$ cat src/spq_pkg.sv
package spq_pkg;

  localparam logic [1:0] STATUS_OK    = 2'd0;
  localparam logic [1:0] STATUS_FULL  = 2'd1;
  localparam logic [1:0] STATUS_EMPTY = 2'd2;

  localparam logic OP_INSERT = 1'b0;
  localparam logic OP_REMOVE = 1'b1;

  typedef struct packed {
    logic [7:0]  prio;
    logic [15:0] requester;
    logic [15:0] title;
  } entry_t;

  typedef struct packed {
    logic ins;
    logic rem;
  } cell_ctrl_t;

endpackage

$ cat src/spq_cell.sv
module spq_cell (
  input  logic               clk,
  input  spq_pkg::cell_ctrl_t ctrl,
  input  spq_pkg::entry_t    new_entry,
  input  logic               occupied,
  input  logic               left_keep,
  input  spq_pkg::entry_t    left_entry,
  input  spq_pkg::entry_t    right_entry,
  output logic               keep,
  output spq_pkg::entry_t    entry
);
  import spq_pkg::*;

  entry_t entry_next;

  assign keep = occupied && (entry.prio <= new_entry.prio);

  always_comb begin
    entry_next = entry;
    priority if (ctrl.ins) begin
      priority if (keep) begin
        entry_next = entry;
      end else if (left_keep) begin
        entry_next = new_entry;
      end else begin
        entry_next = left_entry;
      end
    end else if (ctrl.rem) begin
      entry_next = right_entry;
    end
  end

  always_ff @(posedge clk) begin
    entry <= entry_next;
  end

endmodule

$ cat src/stable_priority_queue.sv
// A result is registered and presented in the cycle after its request beat is accepted.
// Throughput: one request per cycle while the output is not stalled; every cell of the
// slot row compares its own priority with the request and loads itself, its neighbor
// or the new entry in that same cycle, so the row update sets the rate.
// Reset clears the entry count and the output valid flag; slot contents are not cleared.
module stable_priority_queue #(
  parameter int QUEUE_DEPTH = 16
) (
  input  logic        clk,
  input  logic        rst,
  input  logic        in_valid,
  output logic        in_ready,
  input  logic        op,
  input  logic [7:0]  priority_req,
  input  logic [15:0] requester_ref,
  input  logic [15:0] title_ref,
  output logic        out_valid,
  input  logic        out_ready,
  output logic [1:0]  status,
  output logic [7:0]  out_priority,
  output logic [15:0] out_requester,
  output logic [15:0] out_title,
  output logic [4:0]  occupancy
);
  import spq_pkg::*;

  localparam int CW = $clog2(QUEUE_DEPTH + 1);
  localparam logic [CW-1:0] FULL_COUNT = CW'(QUEUE_DEPTH);

  logic [CW-1:0] count;
  logic [CW-1:0] count_next;
  logic          accept;
  logic          is_full;
  logic          is_empty;
  cell_ctrl_t    ctrl;
  entry_t        new_entry;
  entry_t        cell_entry [QUEUE_DEPTH];
  logic          cell_keep  [QUEUE_DEPTH];
  logic [CW+4:0] count_ext;
  logic [1:0]    status_next;

  assign in_ready  = !out_valid || out_ready;
  assign accept    = in_valid && in_ready;
  assign is_full   = (count == FULL_COUNT);
  assign is_empty  = (count == '0);
  assign new_entry = '{prio: priority_req, requester: requester_ref, title: title_ref};

  assign ctrl.ins = accept && (op == OP_INSERT) && !is_full;
  assign ctrl.rem = accept && (op == OP_REMOVE) && !is_empty;

  for (genvar i = 0; i < QUEUE_DEPTH; i++) begin : g_cell
    logic   left_keep;
    entry_t left_entry;
    entry_t right_entry;

    if (i == 0) begin : g_head
      assign left_keep  = 1'b1;
      assign left_entry = new_entry;
    end else begin : g_body
      assign left_keep  = cell_keep[i-1];
      assign left_entry = cell_entry[i-1];
    end

    if (i == QUEUE_DEPTH - 1) begin : g_tail
      assign right_entry = cell_entry[i];
    end else begin : g_inner
      assign right_entry = cell_entry[i+1];
    end

    spq_cell u_cell (
      .clk         (clk),
      .ctrl        (ctrl),
      .new_entry   (new_entry),
      .occupied    (CW'(i) < count),
      .left_keep   (left_keep),
      .left_entry  (left_entry),
      .right_entry (right_entry),
      .keep        (cell_keep[i]),
      .entry       (cell_entry[i])
    );
  end

  always_comb begin
    count_next = count;
    priority if (ctrl.ins) begin
      count_next = count + 1'b1;
    end else if (ctrl.rem) begin
      count_next = count - 1'b1;
    end
  end

  always_comb begin
    unique case (op)
      OP_INSERT: status_next = is_full ? STATUS_FULL : STATUS_OK;
      OP_REMOVE: status_next = is_empty ? STATUS_EMPTY : STATUS_OK;
      default:   status_next = STATUS_OK;
    endcase
  end

  always_ff @(posedge clk) begin
    if (rst) begin
      count     <= '0;
      out_valid <= 1'b0;
    end else begin
      count <= count_next;
      if (accept) begin
        out_valid <= 1'b1;
      end else if (out_ready) begin
        out_valid <= 1'b0;
      end
    end
  end

  always_ff @(posedge clk) begin
    if (accept) begin
      status <= status_next;
      if (ctrl.rem) begin
        out_priority  <= cell_entry[0].prio;
        out_requester <= cell_entry[0].requester;
        out_title     <= cell_entry[0].title;
      end else begin
        out_priority  <= '0;
        out_requester <= '0;
        out_title     <= '0;
      end
    end
  end

  assign count_ext = {5'b0, count};
  assign occupancy = count_ext[4:0];

  a_count_bound: assert property (@(posedge clk) disable iff (rst)
    count <= FULL_COUNT)
    else $error("entry count above capacity");

  a_full_status: assert property (@(posedge clk) disable iff (rst)
    out_valid && (status == STATUS_FULL) |-> is_full)
    else $error("full status while queue not full");

  a_empty_status: assert property (@(posedge clk) disable iff (rst)
    out_valid && (status == STATUS_EMPTY) |-> is_empty)
    else $error("empty status while queue holds entries");

  a_insert_count: assert property (@(posedge clk) disable iff (rst)
    ctrl.ins |=> count == $past(count) + 1'b1)
    else $error("insert did not advance count");

endmodule

$ cat config.mk
export PLATFORM = sky130hd
export DESIGN_NAME = stable_priority_queue
export DESIGN_NICKNAME = d
export VERILOG_FILES = /design/src/spq_pkg.sv /design/src/spq_cell.sv /design/src/stable_priority_queue.sv
export SDC_FILE = /design/constraint.sdc
export NUM_CORES = 2
export LEC_CHECK = 0
export BUFFER_PORTS_ARGS = -buffer_cell sky130_fd_sc_hd__buf_2
export CAP_MARGIN = 20
export CORE_MARGIN = 2
export CORE_UTILIZATION = 35
export DETAILED_ROUTE_END_ITERATION = 12
export HOLD_SLACK_MARGIN = 0.06
export PLACE_DENSITY = 0.6
export SLEW_MARGIN = 20
export SYNTH_ARGS = -nofsm -noshare
export SYNTH_HDL_FRONTEND = slang
export SYNTH_SLANG_ARGS = --single-unit
$ cat constraint.sdc
create_clock -name clk -period 10.5 [get_ports clk]
set_input_delay 1.575 -clock clk [delete_from_list [all_inputs] [get_ports clk]]
set_output_delay 1.575 -clock clk [all_outputs]
set_load 0.01 [all_outputs]
==> metrics.yaml <==
setup_path:
  max_stage_delay_ns: 0.69
  reg2reg_slack_ns: 5.77
  critPathArrivalTime_ns: 5.18
  required_ns: 10.80
  crit_path_end_kind: "flip-flop"
  r2r_end: "g_cell[4].u_cell.entry[14]"
  cpMostUsedCell: "buf_4"
  worst-r2r-cell-count: 9
  crit_path_cell_trace: "buf_2 > inv_1 > ha_1 > a21oi_1 > nor2_1 > a211oi_1 > and3_1 > buf_4 > o21ai_4 > buf_4"
  crit_type: "input pin to flip-flop"
  worstSetupStartpoint: "priority_req[5]"
  critPathSlowestCell: "and3_1"
  crit_fanout: 40
  startpoint_type: "input pin"
  r2r_start: "occupancy[1]"
  cp-endpoint: "g_cell[14].u_cell.entry[21]"
place:
  gp_congestion: 0.894
  dp_slack_ns: 5.09
  placed_area_um2: 42900
  port_buffers: 93
  dp_hpwl_mm: 85.5
  placedCellCount: 5462
global_route:
  grt_pass1_vias: 33400
  overflow: 0
  grt_pass1_wl_mm: 198
  antenna_found_initial: 2
  track_usage: 0.200
  grt_max_degree: 245
finish:
  antennaDiodeCount: 0
  final_layout_size_suffix_gt1_frac: 0.0965
  finish.instance_area_um2: 45400
  nets: 4186
  instances_no_fill: 5607
  area_delta_synth_final_pct: 9.29
run:
  drv_cap: 0
cts:
  cts_root_buffer: "clkbuf_16"
  cts_made_buffers: 79
  post_cts_buffers: 0
  max-clock-path-buffers: 3
  cts_resized: 0
  clkTransAtPathRegs_ns: 0.06
  cts_hold_buffers: 0
  cts_tree: "done"
  cts.sinks: 688
  htree_levels: 3
  clock_latency_ns: 0.66
yosys:
  ys_async_sr_fraction: 0
  post-synth-top-area-cell: "edfxtp_1"
  synth_cells: 4335
  synthTopCellsByArea: "edfxtp_1, o31ai_1, nand4_1, a31oi_1, nor2_1"
  synthSimpleGateAreaFrac: 0.186
  synthFlopType: "edfxtp_1"
  synth_area_um2: 41600
  synth_top_family_by_area: "compound AO/OA/AOI/OAI gates"
  ys_seq_area_frac: 0.496
  syn_nets: 4512
  muxShareOfSynthArea: 0.000271
  synth-compound-area-share: 0.216
  synth.avg_cell_area_um2: 9.59
  synth.distinct_cells: 52
  ys_seq_elements: 688
  yosysTopAreaCellShare: 0.493
  yosysWarnings: 0
  synth_edf_count: 682
  synth_xor_area_frac: 0.000421
  synth_fa_ha_area_frac: 0.0397
sta:
  finalCritPeriodShare: 0.464
  whs_ns: 0.572
  slew_violations: 0
  slew_headroom: 0.210
  setup_tns_ns: 0
  hold_viol: 0
  timing.fmax_mhz: 205
  finClkSkew_ns: 0.0219
  setup_violations: 0
  worst_slack_ns: 5.63
  worstMarginPinSlew_ns: 1.19
  rsz0062_at_grt: "false"
  post-route-min-period_ns: 4.87
die:
  die_area_um2: 122000
  pin_count: 94
  num_rows: 126
  die_height_um: 349
  core_area_um2: 118000
  start_util: 0.353
  die_w_um: 349
outcome:
  status: "complete, no violations"
route:
  drc_errors: 0
  via_per_inst: 6.23
  drtIter0Drc: 3924
  wire_per_inst_um: 22.3
  vias: 34900
  ant_nets: 0
  firstDrtPassIters: 6
  routed_wl_mm: 125
power:
  ir_drop_uv: 119
  p_leak_nw: 14.2
  powerDensity_nw_per_um2: 193
min_path:
  hp-class: "flip-flop to flip-flop"
## placed cells by master (no fill, tap or decap), drive strengths merged, types with 3 or more instances in the layout
cell type and n:
clkinvlp 3, nor3 17, edfxtp 682, nand2 208
clkbuf 107, ha 132, o2111ai 40, bufinv 4
nor2 548, a211o 13, nand4 591, dfxtp 6
a21o 6, buf 207, inv 31, o22ai 41
clkinv 25, o31ai 521, o211ai 15, a31oi 521
and2 44, o21ai 55, or3 3, a21oi 99
nand3 43, and3 40, nor2b 32, a211oi 15
## metrics by stage
| step | power (mW) | utilization |
|---|---|---|
| 5_1_grt | 9.20 | 0.385 |
| 3_5_place_dp | 6.07 | 0.364 |
| 2_1_floorplan | 5.43 | - |
| 6_report | 8.79 | 0.385 |
| 4_1_cts | 8.78 | 0.385 |
| 3_3_place_gp | 6.02 | 0.364 |
## worst max-delay path, delay by kind of cell
family	cells	cell delay (ns)
buffers and inverters	4	1.75
and+or+nand+nor	2	0.75
AOI/OAI and AO/OA	3	0.58
adders and majority gates	1	0.47
## cells by family after synthesis
group,Yosys count
buffers and inverters,641
AND/OR/NAND/NOR,1539
XOR/XNOR,2
multiplexers,1
flip-flops,688
adder cells (fa/ha/maj),132
AO/OA/AOI/OAI,1332
## worst min-delay path by stage
stage          slack [ns]  depth (start not counted)                    endpoint                  startpoint
3_3_place_gp         0.56                          2  g_cell[0].u_cell.entry[13]  g_cell[1].u_cell.entry[13]
3_5_place_dp         0.55                          1           out_requester[10]  g_cell[0].u_cell.entry[26]
5_1_grt              0.60                          1               out_title[13]  g_cell[0].u_cell.entry[13]
2_1_floorplan        0.52                          2   g_cell[0].u_cell.entry[0]   g_cell[1].u_cell.entry[0]
6_report             0.57                          1               out_title[13]  g_cell[0].u_cell.entry[13]
4_1_cts              0.57                          1               out_title[12]  g_cell[0].u_cell.entry[12]
## cells in the mapped netlist, drive strengths merged, types with 17 or more instances
master	instances
nand4	591
inv	27
and3	40
o2111ai	40
edfxtp	682
nand2	208
o21ai	55
o31ai	521
and2	44
a21oi	99
ha	132
nor2	548
nand3	43
o22ai	41
nor3	17
buf	187
clkbuf	427
nor2b	32
a31oi	521
## report_power, final
part | internal [mW] | switching (mW)
registers | 3.57 | 0.244
logic | 0.659 | 1.60
clock network | 1.53 | 1.19
## area by class of cell
| class | instances | area, µm² |
|---|---|---|
| Clock buffer | 107 | 2130 |
| Tap cell | 1536 | 1920 |
| Timing Repair Buffer | 207 | 1420 |
| Clock inverter | 36 | 329 |
| Multi-Input combinational cell | 3006 | 18900 |
| Sequential cell | 688 | 20600 |
| Fill cell | 11500 | 72500 |
| Inverter | 27 | 101 |
## metal layers
metal / track usage / vias up / part of all wire
met5: 0 / - / 0.00011
met4: 0.0460 / 2 / 0.018
met3: 0.0296 / 170 / 0.075
met2: 0.310 / 1453 / 0.44
met1: 0.293 / 16700 / 0.47
li1: - / 16600 / -
## sequential cells by signal, indices dropped and copies added, names as in the netlist
| register | flops |
|---|---|
| occupancy | 5 |
| out_priority | 8 |
| out_requester | 16 |
| out_title | 16 |
| g_cell.u_cell.entry | 640 |
| status | 2 |
| out_valid | 1 |
No activity file was read; power rests on OpenSTA's default activity.
